--- config.mk ---
export PLATFORM = sky130hd
export DESIGN_NAME = scan_frame_deframer_top
export DESIGN_NICKNAME = d
export VERILOG_FILES = /design/src/sfd_pkg.sv /design/src/scan_frame_deframer_top.sv /design/src/sfd_front.sv /design/src/sfd_fifo.sv /design/src/sfd_back.sv
export SDC_FILE = /design/constraint.sdc
export NUM_CORES = 1
export LEC_CHECK = 0
export ABC_AREA = 1
export BUFFER_PORTS_ARGS = -buffer_cell sky130_fd_sc_hd__buf_2
export CORE_MARGIN = 3
export CORE_UTILIZATION = 35
export DETAILED_ROUTE_END_ITERATION = 10
export GPL_ROUTABILITY_DRIVEN = 0
export PLACE_DENSITY = 0.51
export SYNTH_ARGS = -nofsm -noshare
export SYNTH_HDL_FRONTEND = slang
export SYNTH_SLANG_ARGS = --single-unit
--- constraint.sdc ---
create_clock -name clk_i -period 4.25 [get_ports clk_i]
set_clock_uncertainty 0.1 [all_clocks]
set_input_delay 0.85 -clock clk_i [delete_from_list [all_inputs] [get_ports clk_i]]
set_output_delay 0.85 -clock clk_i [all_outputs]
set_load 0.01 [all_outputs]
--- src/sfd_pkg.sv ---
// Package for the scan frame deframer: shared types, codes and fixed constants.
// Used by every module of the block; depends on nothing.
`timescale 1ns / 1ps

package sfd_pkg;

  // Fixed framing constants.
  localparam logic [7:0] PREAMBLE_BYTE = 8'h55;
  localparam logic [7:0] LAST_MARK     = 8'hFF;
  localparam int unsigned HEADER_BYTES = 6;
  localparam int unsigned HOLD_DEPTH   = 4;

  // Configuration register indexes.
  typedef enum logic [2:0] {
    CFG_HEADER_BYTE = 3'd0,
    CFG_ESCAPE_BYTE = 3'd1,
    CFG_OK_CODE     = 3'd2,
    CFG_ABORT_CODE  = 3'd3,
    CFG_MAX_POINTS  = 3'd4
  } cfg_index_e;

  // Configuration reset values.
  localparam logic [7:0]  RST_HEADER_BYTE = 8'hAA;
  localparam logic [7:0]  RST_ESCAPE_BYTE = 8'hAE;
  localparam logic [7:0]  RST_OK_CODE     = 8'hA5;
  localparam logic [7:0]  RST_ABORT_CODE  = 8'h5A;
  localparam logic [23:0] RST_MAX_POINTS  = 24'd2000;

  // Deframer modes.
  typedef enum logic [1:0] {
    MODE_HUNT   = 2'd0,
    MODE_HEADER = 2'd1,
    MODE_DATA   = 2'd2,
    MODE_DONE   = 2'd3
  } mode_e;

  // Result kinds.
  typedef enum logic [1:0] {
    KIND_POINT     = 2'd0,
    KIND_SCAN_END  = 2'd1,
    KIND_COUNT_ERR = 2'd2,
    KIND_OVERRUN   = 2'd3
  } kind_e;

  // Configuration register group.
  typedef struct packed {
    logic [7:0]  header_byte;
    logic [7:0]  escape_byte;
    logic [7:0]  ok_code;
    logic [7:0]  abort_code;
    logic [23:0] max_points;
  } sfd_cfg_t;

  // A received byte with its classification flags.
  typedef struct packed {
    logic [7:0] rx_byte;
    logic       rearm;
    logic       is_pre;
    logic       is_hdr;
    logic       is_esc;
    logic       is_ok;
    logic       is_abort;
    logic       is_last;
  } sfd_item_t;

  // One result item.
  typedef struct packed {
    kind_e        kind;
    logic [31:0]  point_value;
    logic [15:0]  scan_number;
    logic [23:0]  points_seen;
    logic [23:0]  points_expected;
    logic         complete;
    logic         misaligned;
    logic         count_mismatch;
    logic         all_done;
  } sfd_result_t;

endpackage

--- src/scan_frame_deframer_top.sv ---
// Scan frame deframer top level: a result passes through the front register, the
// queue and the result register before it is offered; one byte per cycle is
// sustained when the output side keeps up. Reset clears all frame state and loads
// the configuration defaults; no clearing pass is needed.
// Holds the configuration registers; depends on sfd_pkg and all sfd modules.
`timescale 1ns / 1ps

module scan_frame_deframer_top #(
  parameter int unsigned QUEUE_DEPTH = 2
) (
  input  logic               clk_i,
  input  logic               rst_ni,
  input  logic               cfg_valid_i,
  output logic               cfg_ready_o,
  input  logic [2:0]         cfg_index_i,
  input  logic [23:0]        cfg_data_i,
  input  logic               in_valid_i,
  output logic               in_ready_o,
  input  logic [7:0]         rx_byte_i,
  input  logic               rearm_i,
  output logic               out_valid_o,
  input  logic               out_ready_i,
  output logic [1:0]         kind_o,
  output logic signed [31:0] point_value_o,
  output logic [15:0]        scan_number_o,
  output logic [23:0]        points_seen_o,
  output logic [23:0]        points_expected_o,
  output logic               complete_o,
  output logic               misaligned_o,
  output logic               count_mismatch_o,
  output logic               all_done_o
);
  import sfd_pkg::*;

  sfd_cfg_t    cfg_q, cfg_d;
  sfd_item_t   front_item, queue_item;
  logic        push, full, pop, empty;
  sfd_result_t res;

  // Configuration writes are always taken.
  assign cfg_ready_o = 1'b1;

  always_comb begin
    cfg_d = cfg_q;
    if (cfg_valid_i) begin
      unique case (cfg_index_i)
        CFG_HEADER_BYTE: cfg_d.header_byte = cfg_data_i[7:0];
        CFG_ESCAPE_BYTE: cfg_d.escape_byte = cfg_data_i[7:0];
        CFG_OK_CODE:     cfg_d.ok_code     = cfg_data_i[7:0];
        CFG_ABORT_CODE:  cfg_d.abort_code  = cfg_data_i[7:0];
        CFG_MAX_POINTS:  cfg_d.max_points  = cfg_data_i;
        default:         cfg_d             = cfg_q;
      endcase
    end
  end

  always_ff @(posedge clk_i or negedge rst_ni) begin
    if (!rst_ni) begin
      cfg_q.header_byte <= RST_HEADER_BYTE;
      cfg_q.escape_byte <= RST_ESCAPE_BYTE;
      cfg_q.ok_code     <= RST_OK_CODE;
      cfg_q.abort_code  <= RST_ABORT_CODE;
      cfg_q.max_points  <= RST_MAX_POINTS;
    end else begin
      cfg_q <= cfg_d;
    end
  end

  // Front stage: input transfer and byte classification.
  sfd_front u_front (
    .clk_i      (clk_i),
    .rst_ni     (rst_ni),
    .cfg_i      (cfg_q),
    .in_valid_i (in_valid_i),
    .in_ready_o (in_ready_o),
    .rx_byte_i  (rx_byte_i),
    .rearm_i    (rearm_i),
    .push_o     (push),
    .item_o     (front_item),
    .full_i     (full)
  );

  // Item queue between the two sides.
  sfd_fifo #(
    .DEPTH (QUEUE_DEPTH)
  ) u_fifo (
    .clk_i   (clk_i),
    .rst_ni  (rst_ni),
    .push_i  (push),
    .data_i  (front_item),
    .full_o  (full),
    .pop_i   (pop),
    .empty_o (empty),
    .data_o  (queue_item)
  );

  // Back part: frame decoding and result register.
  sfd_back u_back (
    .clk_i        (clk_i),
    .rst_ni       (rst_ni),
    .max_points_i (cfg_q.max_points),
    .empty_i      (empty),
    .item_i       (queue_item),
    .pop_o        (pop),
    .out_valid_o  (out_valid_o),
    .out_ready_i  (out_ready_i),
    .res_o        (res)
  );

  // Result fields to ports.
  assign kind_o            = res.kind;
  assign point_value_o     = res.point_value;
  assign scan_number_o     = res.scan_number;
  assign points_seen_o     = res.points_seen;
  assign points_expected_o = res.points_expected;
  assign complete_o        = res.complete;
  assign misaligned_o      = res.misaligned;
  assign count_mismatch_o  = res.count_mismatch;
  assign all_done_o        = res.all_done;

endmodule

--- src/sfd_front.sv ---
// Front stage of the deframer: takes each input transfer and classifies the byte.
// Depends on sfd_pkg; feeds the item queue.
`timescale 1ns / 1ps

module sfd_front (
  input  logic              clk_i,
  input  logic              rst_ni,
  input  sfd_pkg::sfd_cfg_t cfg_i,
  input  logic              in_valid_i,
  output logic              in_ready_o,
  input  logic [7:0]        rx_byte_i,
  input  logic              rearm_i,
  output logic              push_o,
  output sfd_pkg::sfd_item_t item_o,
  input  logic              full_i
);
  import sfd_pkg::*;

  logic      valid_q, valid_d;
  sfd_item_t item_q, item_d;
  logic      accept;
  logic      push_ok;

  // Stage is free when empty or when its item moves into the queue this cycle.
  assign push_ok    = valid_q && !full_i;
  assign in_ready_o = !valid_q || !full_i;
  assign accept     = in_valid_i && in_ready_o;
  assign push_o     = push_ok;
  assign item_o     = item_q;

  // Classify the byte against the fixed and configured codes.
  always_comb begin
    item_d          = item_q;
    item_d.rx_byte  = rx_byte_i;
    item_d.rearm    = rearm_i;
    item_d.is_pre   = (rx_byte_i == PREAMBLE_BYTE);
    item_d.is_hdr   = (rx_byte_i == cfg_i.header_byte);
    item_d.is_esc   = (rx_byte_i == cfg_i.escape_byte);
    item_d.is_ok    = (rx_byte_i == cfg_i.ok_code);
    item_d.is_abort = (rx_byte_i == cfg_i.abort_code);
    item_d.is_last  = (rx_byte_i == LAST_MARK);
  end

  // Stage occupancy.
  always_comb begin
    valid_d = valid_q;
    if (accept) begin
      valid_d = 1'b1;
    end else if (push_ok) begin
      valid_d = 1'b0;
    end
  end

  always_ff @(posedge clk_i or negedge rst_ni) begin
    if (!rst_ni) begin
      valid_q <= 1'b0;
    end else begin
      valid_q <= valid_d;
    end
  end

  // Payload register needs no reset.
  always_ff @(posedge clk_i) begin
    if (accept) begin
      item_q <= item_d;
    end
  end

endmodule

--- src/sfd_fifo.sv ---
// Short queue of classified items between the front stage and the deframer.
// Depends on sfd_pkg for the item type.
`timescale 1ns / 1ps

module sfd_fifo #(
  parameter int unsigned DEPTH = 2
) (
  input  logic               clk_i,
  input  logic               rst_ni,
  input  logic               push_i,
  input  sfd_pkg::sfd_item_t data_i,
  output logic               full_o,
  input  logic               pop_i,
  output logic               empty_o,
  output sfd_pkg::sfd_item_t data_o
);
  import sfd_pkg::*;

  localparam int unsigned IdxW = (DEPTH > 1) ? $clog2(DEPTH) : 1;
  localparam int unsigned CntW = $clog2(DEPTH + 1);
  localparam logic [IdxW-1:0] LastIdx = IdxW'(DEPTH - 1);
  localparam logic [CntW-1:0] FullCnt = CntW'(DEPTH);

  sfd_item_t       mem_q [DEPTH];
  logic [IdxW-1:0] wr_ptr_q, wr_ptr_d;
  logic [IdxW-1:0] rd_ptr_q, rd_ptr_d;
  logic [CntW-1:0] cnt_q, cnt_d;
  logic            push_ok, pop_ok;

  assign full_o  = (cnt_q == FullCnt);
  assign empty_o = (cnt_q == '0);
  assign push_ok = push_i && !full_o;
  assign pop_ok  = pop_i && !empty_o;
  assign data_o  = mem_q[rd_ptr_q];

  // Pointer and fill count update.
  always_comb begin
    wr_ptr_d = wr_ptr_q;
    rd_ptr_d = rd_ptr_q;
    if (push_ok) begin
      wr_ptr_d = (wr_ptr_q == LastIdx) ? '0 : wr_ptr_q + 1'b1;
    end
    if (pop_ok) begin
      rd_ptr_d = (rd_ptr_q == LastIdx) ? '0 : rd_ptr_q + 1'b1;
    end
    unique case ({push_ok, pop_ok})
      2'b10:   cnt_d = cnt_q + 1'b1;
      2'b01:   cnt_d = cnt_q - 1'b1;
      default: cnt_d = cnt_q;
    endcase
  end

  always_ff @(posedge clk_i or negedge rst_ni) begin
    if (!rst_ni) begin
      wr_ptr_q <= '0;
      rd_ptr_q <= '0;
      cnt_q    <= '0;
    end else begin
      wr_ptr_q <= wr_ptr_d;
      rd_ptr_q <= rd_ptr_d;
      cnt_q    <= cnt_d;
    end
  end

  // Storage write.
  always_ff @(posedge clk_i) begin
    if (push_ok) begin
      mem_q[wr_ptr_q] <= data_i;
    end
  end

endmodule

--- src/sfd_back.sv ---
// Back part of the deframer: frame state machine, hold line, word assembly
// and the result register. Depends on sfd_pkg; drains the item queue.
`timescale 1ns / 1ps

module sfd_back (
  input  logic                 clk_i,
  input  logic                 rst_ni,
  input  logic [23:0]          max_points_i,
  input  logic                 empty_i,
  input  sfd_pkg::sfd_item_t   item_i,
  output logic                 pop_o,
  output logic                 out_valid_o,
  input  logic                 out_ready_i,
  output sfd_pkg::sfd_result_t res_o
);
  import sfd_pkg::*;

  localparam int unsigned HdrStore = HEADER_BYTES - 1;
  localparam logic [2:0] LastHdrIdx = 3'(HEADER_BYTES - 1);
  localparam logic [2:0] HoldFull   = 3'(HOLD_DEPTH);

  mode_e        mode_q, mode_d;
  logic         prev_pre_q, prev_pre_d;
  logic [2:0]   hdr_idx_q, hdr_idx_d;
  logic [7:0]   hdr_q [HdrStore];
  logic [7:0]   hdr_d [HdrStore];
  logic [23:0]  exp_q, exp_d;
  logic [15:0]  scan_q, scan_d;
  logic         final_q, final_d;
  logic [2:0]   esc_run_q, esc_run_d;
  logic [7:0]   hold_q [HOLD_DEPTH];
  logic [7:0]   hold_d [HOLD_DEPTH];
  logic [2:0]   hold_cnt_q, hold_cnt_d;
  logic [26:0]  byte_tot_q, byte_tot_d;
  logic [23:0]  word_q, word_d;
  logic [1:0]   phase_q, phase_d;
  logic [23:0]  pt_q, pt_d;

  logic         out_valid_q, out_valid_d;
  sfd_result_t  res_q, res_d;
  logic         res_hit;
  logic         take;

  // Helper values for header, trailer and overrun decisions.
  logic [23:0]  new_exp;
  logic [26:0]  overrun_lim;
  logic [24:0]  kept_words;
  logic         is_ok_code;
  logic [7:0]   leaving;

  assign take        = !empty_i && (!out_valid_q || out_ready_i);
  assign pop_o       = take;
  assign out_valid_o = out_valid_q;
  assign res_o       = res_q;

  assign new_exp     = {hdr_q[2], hdr_q[1], hdr_q[0]};
  assign overrun_lim = {1'b0, exp_q, 2'b00} + 27'd8;
  assign kept_words  = byte_tot_q[26:2] - 25'd1;
  assign is_ok_code  = item_i.is_ok;
  assign leaving     = hold_q[0];

  // Frame state machine and data path for one item.
  always_comb begin
    mode_d     = mode_q;
    prev_pre_d = prev_pre_q;
    hdr_idx_d  = hdr_idx_q;
    hdr_d      = hdr_q;
    exp_d      = exp_q;
    scan_d     = scan_q;
    final_d    = final_q;
    esc_run_d  = esc_run_q;
    hold_d     = hold_q;
    hold_cnt_d = hold_cnt_q;
    byte_tot_d = byte_tot_q;
    word_d     = word_q;
    phase_d    = phase_q;
    pt_d       = pt_q;
    res_hit    = 1'b0;
    res_d      = '0;

    if (take) begin
      prev_pre_d = item_i.is_pre;
      if (item_i.rearm) begin
        // Rearm clears the whole frame state; the byte is dropped.
        mode_d     = MODE_HUNT;
        prev_pre_d = 1'b0;
        hdr_idx_d  = '0;
        exp_d      = '0;
        scan_d     = '0;
        final_d    = 1'b0;
        esc_run_d  = '0;
        hold_cnt_d = '0;
        byte_tot_d = '0;
        word_d     = '0;
        phase_d    = '0;
        pt_d       = '0;
      end else begin
        unique case (mode_q)
          MODE_HUNT: begin
            if (prev_pre_q && item_i.is_hdr) begin
              mode_d    = MODE_HEADER;
              hdr_idx_d = '0;
            end
          end
          MODE_HEADER: begin
            if (hdr_idx_q == LastHdrIdx) begin
              // Last header byte: latch the header and check the count.
              exp_d      = new_exp;
              scan_d     = {hdr_q[4], hdr_q[3]};
              final_d    = item_i.is_last;
              esc_run_d  = '0;
              hold_cnt_d = '0;
              byte_tot_d = '0;
              word_d     = '0;
              phase_d    = '0;
              pt_d       = '0;
              hdr_idx_d  = '0;
              if ((new_exp == '0) || (new_exp > max_points_i)) begin
                res_hit    = 1'b1;
                res_d.kind = KIND_COUNT_ERR;
                mode_d     = MODE_HUNT;
              end else begin
                mode_d = MODE_DATA;
              end
            end else begin
              hdr_d[hdr_idx_q] = item_i.rx_byte;
              hdr_idx_d        = hdr_idx_q + 3'd1;
            end
          end
          MODE_DATA: begin
            if ((esc_run_q >= HoldFull) && (item_i.is_ok || item_i.is_abort)) begin
              // Trailer: the held escape bytes are dropped.
              res_hit              = 1'b1;
              res_d.kind           = KIND_SCAN_END;
              res_d.points_seen    = pt_q;
              res_d.complete       = is_ok_code;
              res_d.misaligned     = (byte_tot_q[1:0] != 2'b00);
              res_d.count_mismatch = is_ok_code && (kept_words != {1'b0, exp_q});
              res_d.all_done       = final_q || !is_ok_code;
              mode_d               = (final_q || !is_ok_code) ? MODE_DONE : MODE_HUNT;
              esc_run_d            = '0;
              hold_cnt_d           = '0;
              byte_tot_d           = '0;
              word_d               = '0;
              phase_d              = '0;
              pt_d                 = '0;
            end else begin
              // Shift the byte into the hold line; the oldest leaves when full.
              hold_d[0] = hold_q[1];
              hold_d[1] = hold_q[2];
              hold_d[2] = hold_q[3];
              hold_d[3] = item_i.rx_byte;
              if (hold_cnt_q != HoldFull) begin
                hold_cnt_d = hold_cnt_q + 3'd1;
              end
              byte_tot_d = byte_tot_q + 27'd1;
              if (item_i.is_esc) begin
                if (esc_run_q < HoldFull) begin
                  esc_run_d = esc_run_q + 3'd1;
                end
              end else begin
                esc_run_d = '0;
              end
              // Little-endian word assembly from the leaving byte.
              if (hold_cnt_q == HoldFull) begin
                if (phase_q == 2'd3) begin
                  if (pt_q != 24'hFF_FFFF) begin
                    pt_d = pt_q + 24'd1;
                  end
                  res_hit           = 1'b1;
                  res_d.kind        = KIND_POINT;
                  res_d.point_value = {leaving, word_q};
                  res_d.points_seen = pt_d;
                  word_d            = '0;
                  phase_d           = '0;
                end else begin
                  unique case (phase_q)
                    2'd0:    word_d[7:0]   = leaving;
                    2'd1:    word_d[15:8]  = leaving;
                    default: word_d[23:16] = leaving;
                  endcase
                  phase_d = phase_q + 2'd1;
                end
              end
              // Overrun replaces any point result of the same byte.
              if (byte_tot_q >= overrun_lim) begin
                res_hit           = 1'b1;
                res_d             = '0;
                res_d.kind        = KIND_OVERRUN;
                res_d.points_seen = pt_d;
                mode_d            = MODE_HUNT;
                esc_run_d         = '0;
                hold_cnt_d        = '0;
                byte_tot_d        = '0;
                word_d            = '0;
                phase_d           = '0;
                pt_d              = '0;
              end
            end
          end
          default: begin
            // Done: bytes are ignored until rearm.
          end
        endcase
      end
    end
    res_d.scan_number     = scan_d;
    res_d.points_expected = exp_d;
  end

  // Result register: loads on each processed item, empties when taken.
  always_comb begin
    out_valid_d = out_valid_q;
    if (take) begin
      out_valid_d = res_hit;
    end else if (out_ready_i) begin
      out_valid_d = 1'b0;
    end
  end

  always_ff @(posedge clk_i or negedge rst_ni) begin
    if (!rst_ni) begin
      mode_q      <= MODE_HUNT;
      prev_pre_q  <= 1'b0;
      hdr_idx_q   <= '0;
      exp_q       <= '0;
      scan_q      <= '0;
      final_q     <= 1'b0;
      esc_run_q   <= '0;
      hold_cnt_q  <= '0;
      byte_tot_q  <= '0;
      word_q      <= '0;
      phase_q     <= '0;
      pt_q        <= '0;
      out_valid_q <= 1'b0;
    end else begin
      mode_q      <= mode_d;
      prev_pre_q  <= prev_pre_d;
      hdr_idx_q   <= hdr_idx_d;
      exp_q       <= exp_d;
      scan_q      <= scan_d;
      final_q     <= final_d;
      esc_run_q   <= esc_run_d;
      hold_cnt_q  <= hold_cnt_d;
      byte_tot_q  <= byte_tot_d;
      word_q      <= word_d;
      phase_q     <= phase_d;
      pt_q        <= pt_d;
      out_valid_q <= out_valid_d;
    end
  end

  // Payload registers: header bytes, hold line and result.
  always_ff @(posedge clk_i) begin
    hdr_q  <= hdr_d;
    hold_q <= hold_d;
    if (take) begin
      res_q <= res_d;
    end
  end

endmodule

==> impl_metrics.toml, run 1 <==
[status]
status = "finished, final reports clean"

[place]
dpl.hpwl_mm = 38.09
io_buffers = 144
post_dp_cell_area_um2 = 21820

[synth]
syn_area_um2 = 20240
syn_nets = 2276
synth-seq-cells = 411
synth_cell_type_count = 58
ys_warn_count = 0
synth_ff_type = "edfxtp_1"
synth_common_cells = "471 x nand2_1, 262 x nor2_1, 244 x inv_1"
synth.area.top_cells = "edfxtp_1 32%, dfrtp_1 21%, nand2_1 8.7%, nor2_1 4.9%, inv_1 4.5%"
synth_top_area_share = 0.3248
synth_cells = 2169
synth_edf_count = 219
synth_area_per_cell_um2 = 9.334
synth_seq_area_share = 0.5636
synthArstFlopShare = 0.4672
yosys.area.top_type = "edfxtp_1"
synth.most_common_cell = "nand2_1"

[clocking]
clk_pin_slew_ps = 60
cts_buffers = 47
post_cts_buffers = 0
cts_root_buffer = "clkbuf_16"
cts_buffer_depth = 3
cts_tree = "built"
cts.sinks = 411
insertion_delay_ps = 590
h-tree-depth = 2

[drt]
drt_iter0_drc = 900
routed_wl_mm = 52.98
vias_per_cell = 4.870
dr.pass1.iters = 5
wire_per_inst_um = 17.05
route.detailed.drc = 0
ant_nets = 0
via_count = 15130

[setup_path]
worst_ep_arrival_time_ps = 4110
r2r-end = "u_back.res_o[77]$_SDFFCE_PP0P_"
worst-r2r-setup-slack_ps = 370
worstSetupPathType = "reg -> reg"
path_delay_family = "simple AND/OR/NAND/NOR gates"
crit_slowest_cell = "dfrtp_1"
start_kind = "register"
path_max_fanout = 32
cp.required_ps = 4470
worstPathCellList = "ha_1 -> nand3_1 -> nor3_2 -> nand4_1 -> nor2_1 -> nand4_1 -> xor2_1 -> inv_1 -> ha_1 -> nand2_1 -> nor2_1 -> nand2_1 -> nor2_2 -> nand2_1 -> a21oi_1 -> nor2_2 -> nand3_4 -> inv_1 -> nand2_2 -> buf_12 -> nor2_1"
cp-end-kind = "register"
worstRegToRegCells = 21
worst_r2r_startpoint = "u_back.exp_q[1]$_DFF_PN0_"
cpPeakStageDelay_ps = 420
crit_buf_inv = 3

[grt]
grtUsageMet1 = 0.2324
grt_overflow = 0
busiest_layer = "met2"
grtUsageTotal = 0.1757
grt_util_met2 = 0.2988
grt_max_degree = 109
grt_pass1_wl_mm = 83.76
antenna_found_initial = 0
grt_pass1_vias = 15010
met3_usage = 0.02471

[floorplan]
row_count = 87
coreArea_um2 = 56820
die_y_um = 246.5
pin_count = 146
die_area_um2 = 60760
die_w_um = 246.5
initial_core_util = 0.3563

[layout]
area_delta_synth_final_pct = 15.31
drive_gt1_frac = 0.1310
seq_area_um2 = 11410
insertedDiodeCount = 0
nets = 2420
fillCellCount = 5581
post-route-util = 0.4108
multi_input_area_um2 = 7567
stdcell_area_um2 = 23340

[timing]
rsz0062_at_grt = "no"
setup_viol_count_final = 0
period_share = 0.9135
finalHoldViolations = 0
slew_headroom = 0.3501
fmax_mhz = 257.6
hold_slack_ps = 157.8
final-max-slew-violation-count = 0
worstMarginPinSlew_ps = 973.8
fin_crit_ps = 3883

[pwr]
peakVddDrop_mv = 0.4538
p_leak_nw = 10.63
p_per_area_nw_per_um2 = 566.9

[run]
max_cap_violations = 0

[worst_hold_path]
hold_class = "in -> async"
## sequential cells by signal, indices dropped and copies added (netlist names), 2 cells and up
signal,cells
u_back.hold_cnt_q,3
u_front.item_o,15
u_back.res_o,102
u_back.byte_tot_q,27
u_back.esc_run_q,3
u_back.pt_q,24
u_back.hdr_q,40
cfg_q,56
u_back.scan_q,16
u_back.word_q,24
u_back.mode_q,2
u_back.hold_q,24
u_back.leaving,8
u_fifo.cnt_q,2
u_back.hdr_idx_q,3
u_back.exp_q,24
u_fifo.mem_q,30
u_back.phase_q,2
## cells by family after synthesis
logic type | count (synthesis) | synth area share
DFF | 411 | 0.5636
xor gates and xnor gates | 101 | 0.04438
AOI/OAI and AO/OA | 266 | 0.07120
and+or+nand+nor | 1003 | 0.2159
adders and majority gates | 66 | 0.04079
buffers and inverters | 321 | 0.06397
other | 1 | 0.0001852
## per-stage QoR
stage	total power [W]	setup slack [ps]	cells	TNS, ps
5_1_grt	0.01401	21.32	3107	0
4_1_cts	0.01347	305.5	3107	0
3_3_place_gp	0.009385	431.8	3020	0
2_1_floorplan	0.007947	-47.55	2169	-1171
3_5_place_dp	0.009446	322.2	3020	0
6_report	0.01323	367.4	3107	0
## cell usage in the layout (no fill, tap or decap), types with 5 or more instances in the layout
master,synthesis,final
nand2_1,471,471
nor2_1,262,259
inv_1,244,244
edfxtp_1,219,219
dfrtp_1,169,169
o21ai_0,158,158
buf_2,13,143
nand3_1,130,129
ha_1,66,66
a21oi_1,64,64
xor2_1,63,63
nand4_1,53,53
clkbuf_16,0,47
nor3_1,42,40
xnor2_1,37,37
dfstp_2,23,23
buf_4,7,17
clkbuf_1,45,12
nor2_2,9,11
clkinv_1,1,11
nor3_2,5,7
o21ai_1,7,7
clkbuf_8,0,7
nand2_2,6,6
a21o_1,6,6
buf_12,0,6
nand2_4,5,5
a211oi_1,5,5
## timing repair
action / CTS / global route
hold buffers: 0 / 0
endpoints found under the setup margin: 0 / 54
gates resized for setup: 0 / 3
## worst reg2reg max path, cell delays in order (launching register included)
cell and delay, ps:
dfrtp_1 420, ha_1 220, nand3_1 190, nor3_2 280
nand4_1 170, nor2_1 180, nand4_1 120, xor2_1 150
inv_1 60, ha_1 270, nand2_1 60, nor2_1 140
nand2_1 100, nor2_2 160, nand2_1 110, a21oi_1 160
nor2_2 110, nand3_4 150, inv_1 120, nand2_2 100
buf_12 180, nor2_1 80
## power breakdown
group	internal, W	switching, W
Sequential	0.00541	0.000434
Clock	0.00233	0.00162
Combinational	0.00102	0.00242
Total	0.00877	0.00447
## final cells by class
class | count | area share
Inverter | 249 | 0.04015
Clock inverter | 22 | 0.008683
Clock buffer | 65 | 0.05585
Timing Repair Buffer | 167 | 0.04186
Sequential cell | 411 | 0.4888
Multi-Input combinational cell | 1437 | 0.3242
Tap cell | 756 | 0.04052
## worst max-delay path by stage
stage          depth (start not counted)                      start                        endpoint  slack (ps)
4_1_cts                               21  u_back.exp_q[1]$_DFF_PN0_  u_back.res_o[77]$_SDFFCE_PP0P_         310
5_1_grt                               21  u_back.exp_q[1]$_DFF_PN0_  u_back.res_o[77]$_SDFFCE_PP0P_          20
3_3_place_gp                          21  u_back.exp_q[1]$_DFF_PN0_  u_back.res_o[75]$_SDFFCE_PP0P_         430
6_report                              21  u_back.exp_q[1]$_DFF_PN0_  u_back.res_o[77]$_SDFFCE_PP0P_         370
3_5_place_dp                          21  u_back.exp_q[1]$_DFF_PN0_  u_back.res_o[77]$_SDFFCE_PP0P_         320
2_1_floorplan                          8                out_ready_i      u_back.res_o[26]$_DFFE_PP_         -50
## metal layers
layer	share of wire	routed length, µm
met1	0.45	23750
met3	0.044	2324
met5	0	0
met2	0.48	25650
met4	0.024	1257
(Power assumes the default switching activity.)
==> run 2: changes to the inputs <==
Settings changed: ABC_AREA 1 to unset, CELL_PAD_IN_SITES_DETAIL_PLACEMENT set to 1, CELL_PAD_IN_SITES_GLOBAL_PLACEMENT set to 2, PLACE_DENSITY 0.51 to 0.7.
==> impl_metrics.toml, run 2 <==
[layout]
drive_gt1_frac = 0.2396
layout_common_cells = "219 x edfxtp_1, 184 x nand2_1, 169 x dfrtp_1, 144 x buf_2"
post-route-util = 0.4260
final_common_cell = "edfxtp_1"
layout.cells.non_filler = 2574
insertedDiodeCount = 0
largest_register_ffs = 102
area_delta_synth_final_pct = 19.48
nets = 1947
fillCellCount = 5785

[timing]
hold_slack_ps = 138.0
finalHoldViolations = 0
final-max-slew-violation-count = 0
setup_viol_count_final = 0
slew_headroom = 0.3424
fin_crit_ps = 4090
period_share = 0.9624
worstMarginPinSlew_ps = 978.9
fmax_mhz = 244.5

[run]
max_cap_violations = 0

[clocking]
cts_hold_buf = 0
cts_buffers = 46
cts.sinks = 411
clk_pin_slew_ps = 60
h-tree-depth = 2
insertion_delay_ps = 590
cts_buffer_depth = 3
cts_tree = "built"
cts_root_buffer = "clkbuf_16"

[status]
status = "finished, final reports clean"

[synth]
synth_cell_type_count = 80
synth.area.top_cells = "edfxtp_1 34%, dfrtp_1 22%, ha_1 4.3%, mux2_2 4.0%, nand2_1 3.6%"
synth_edf_count = 219
synth_ff_type = "edfxtp_1"
yosys.area.top_type = "edfxtp_1"
syn_area_um2 = 19340
synth_area_per_cell_um2 = 11.68
synth_common_cells = "219 x edfxtp_1, 184 x nand2_1, 169 x dfrtp_1"
syn_nets = 1763
synth-seq-cells = 411
synthArstFlopShare = 0.4672
ys_warn_count = 0
synth_top_area_share = 0.3400
synth_seq_area_share = 0.5899
synth.most_common_cell = "edfxtp_1"
synth_cells = 1656

[place]
dp.cells = 2476
io_buffers = 144
dpl.hpwl_mm = 37.99

[grt]
grt_pass1_vias = 14210
grt_pass1_wl_mm = 83.68
grtUsageTotal = 0.1852
grt_overflow = 0
antenna_found_initial = 0
grt_max_degree = 87

[setup_path]
start_kind = "register"
cpPeakStageDelay_ps = 480
worst_ep_arrival_time_ps = 4450
crit_slowest_cell = "or4_4"
path_max_fanout = 8
worstPathCellList = "and4_1 -> and3_4 -> nand3_2 -> nor3_4 -> nand3_1 -> xor2_1 -> ha_1 -> nand3_2 -> or3_4 -> or4_4 -> or3_1 -> and4_4 -> a21oi_4 -> buf_12 -> mux2_2"
cp-end-kind = "register"
worstSetupPathType = "reg -> reg"
cp.required_ps = 4610
cpMostUsedCell = "nand3_2"

[drt]
dr.pass1.iters = 4
wire_per_inst_um = 20.90
vias_per_cell = 5.283
ant_nets = 0
route.detailed.drc = 0
drt_iter0_drc = 827
via_count = 13600
routed_wl_mm = 53.79

[pwr]
p_int_w = 0.009214
p_seq_frac = 0.433
combPwrFrac = 0.251
p_per_area_nw_per_um2 = 581.9
peakVddDrop_mv = 0.3579
total_power_w = 0.01345
p_leak_nw = 9.653
clock_power_share = 0.316
power_switching_w = 0.004233
switching_share = 0.3148

[floorplan]
pin_count = 146
row_count = 85
die_y_um = 241.1
die_w_um = 241.1
initial_core_util = 0.3566
coreArea_um2 = 54240
die_area_um2 = 58120

[worst_hold_path]
hold_class = "in -> async"
run 2: changes by cell type in the layout (fill, tap and decap cells not counted), moves of 20 or more:
cell | previous run | this run
nand2_1 | 471 | 184
inv_1 | 244 | 50
nor2_1 | 259 | 86
nand3_1 | 129 | 38
o21ai_0 | 158 | 86
buf_4 | 17 | 77
mux2_2 | 0 | 60
and3_1 | 1 | 52
xnor2_1 | 37 | 72
xor2_1 | 63 | 38
a21o_1 | 6 | 28
nand4_1 | 53 | 33
run 2: power groups by stage:
stage	combinational (W)	clock (W)	sequential [W]
floorplan	0.00169	0	0.00598
global placement	0.00316	0	0.00588
detailed placement	0.00324	0	0.00591
CTS	0.00327	0.00438	0.00584
global route	0.00372	0.00455	0.00592
finish	0.00338	0.00425	0.00582
run 2: cells by family (layout without fill, tap and decap cells):
| family | Yosys count | count (layout) | share of synthesized area |
|---|---|---|---|
| AND/OR/NAND/NOR | 552 | 552 | 0.1441 |
| flip-flops | 411 | 411 | 0.5899 |
| AO/OA/AOI/OAI | 287 | 287 | 0.09400 |
| buffers and inverters | 145 | 367 | 0.03066 |
| XOR/XNOR | 110 | 110 | 0.04981 |
| multiplexers | 84 | 84 | 0.04858 |
| adder cells (fa/ha/maj) | 66 | 66 | 0.04270 |
| other | 1 | 1 | 0.0001939 |
run 2: layer usage:
layer,track usage,vias to the layer above,part of all wire
li1,-,6383,-
met3,0.02685,78,0.038
met5,0,-,0
met4,0.05142,0,0.022
met1,0.2552,6899,0.46
met2,0.3065,238,0.48
run 2: layout make-up:
type / count / area, µm² / share of cell area
Inverter: 51 / 195.2 / 0.008447
Clock buffer: 57 / 1274 / 0.05512
Multi-Input combinational cell: 1100 / 7543 / 0.3264
Tap cell: 696 / 870.8 / 0.03768
Timing Repair Buffer: 230 / 1464 / 0.06335
Clock inverter: 29 / 351.6 / 0.01521
Sequential cell: 411 / 11410 / 0.4937
run 2: worst max-delay path, delay by kind of cell (launching register included):
| family | cells | cell delay (ps) |
|---|---|---|
| buffers and inverters | 1 | 140 |
| adder cells (fa/ha/maj) | 1 | 340 |
| flip-flops | 1 | 340 |
| AO/OA/AOI/OAI | 1 | 180 |
| multiplexers | 1 | 330 |
| XOR/XNOR | 1 | 160 |
| AND/OR/NAND/NOR | 10 | 2350 |
run 2: per-stage QoR:
stage          setup TNS (ps)  cell area (µm²)  setup slack, ps
2_1_floorplan               0            19370            67.68
3_3_place_gp           -136.4            21210           -136.4
3_5_place_dp            -3232            21210           -144.7
4_1_cts                     0            22860            17.68
5_1_grt                -37.33            23110           -8.226
6_report                    0            23110            159.6
run 2: final timing paths:
check	start	endpoint	slack, ps	cells after the start
max in group asynchronous	rst_ni	cfg_q[42]$_DFFE_PN1P_	2820	2
min in group clk_i	u_back.hold_q[9]$_DFFE_PP_	u_back.hold_q[17]$_DFFE_PP_	320	0
worst min-delay path	rst_ni	u_back.byte_tot_q[18]$_DFFE_PN0P_	140	1
worst max-delay path	u_back.exp_q[11]$_DFF_PN0_	u_back.word_q[21]$_DFFE_PN0P_	160	15
worst min register to register	u_back.hold_q[9]$_DFFE_PP_	u_back.hold_q[17]$_DFFE_PP_	320	0
worst max register to register	u_back.exp_q[11]$_DFF_PN0_	u_back.word_q[21]$_DFFE_PN0P_	160	15
run 2: repair_timing:
| action | in CTS | in global routing |
|---|---|---|
| buffers inserted | 1 | 10 |
| resized for setup | 5 | 33 |
| cloned | 0 | 1 |
| pin swaps | 3 | 12 |
| setup endpoints to repair | 52 | 98 |
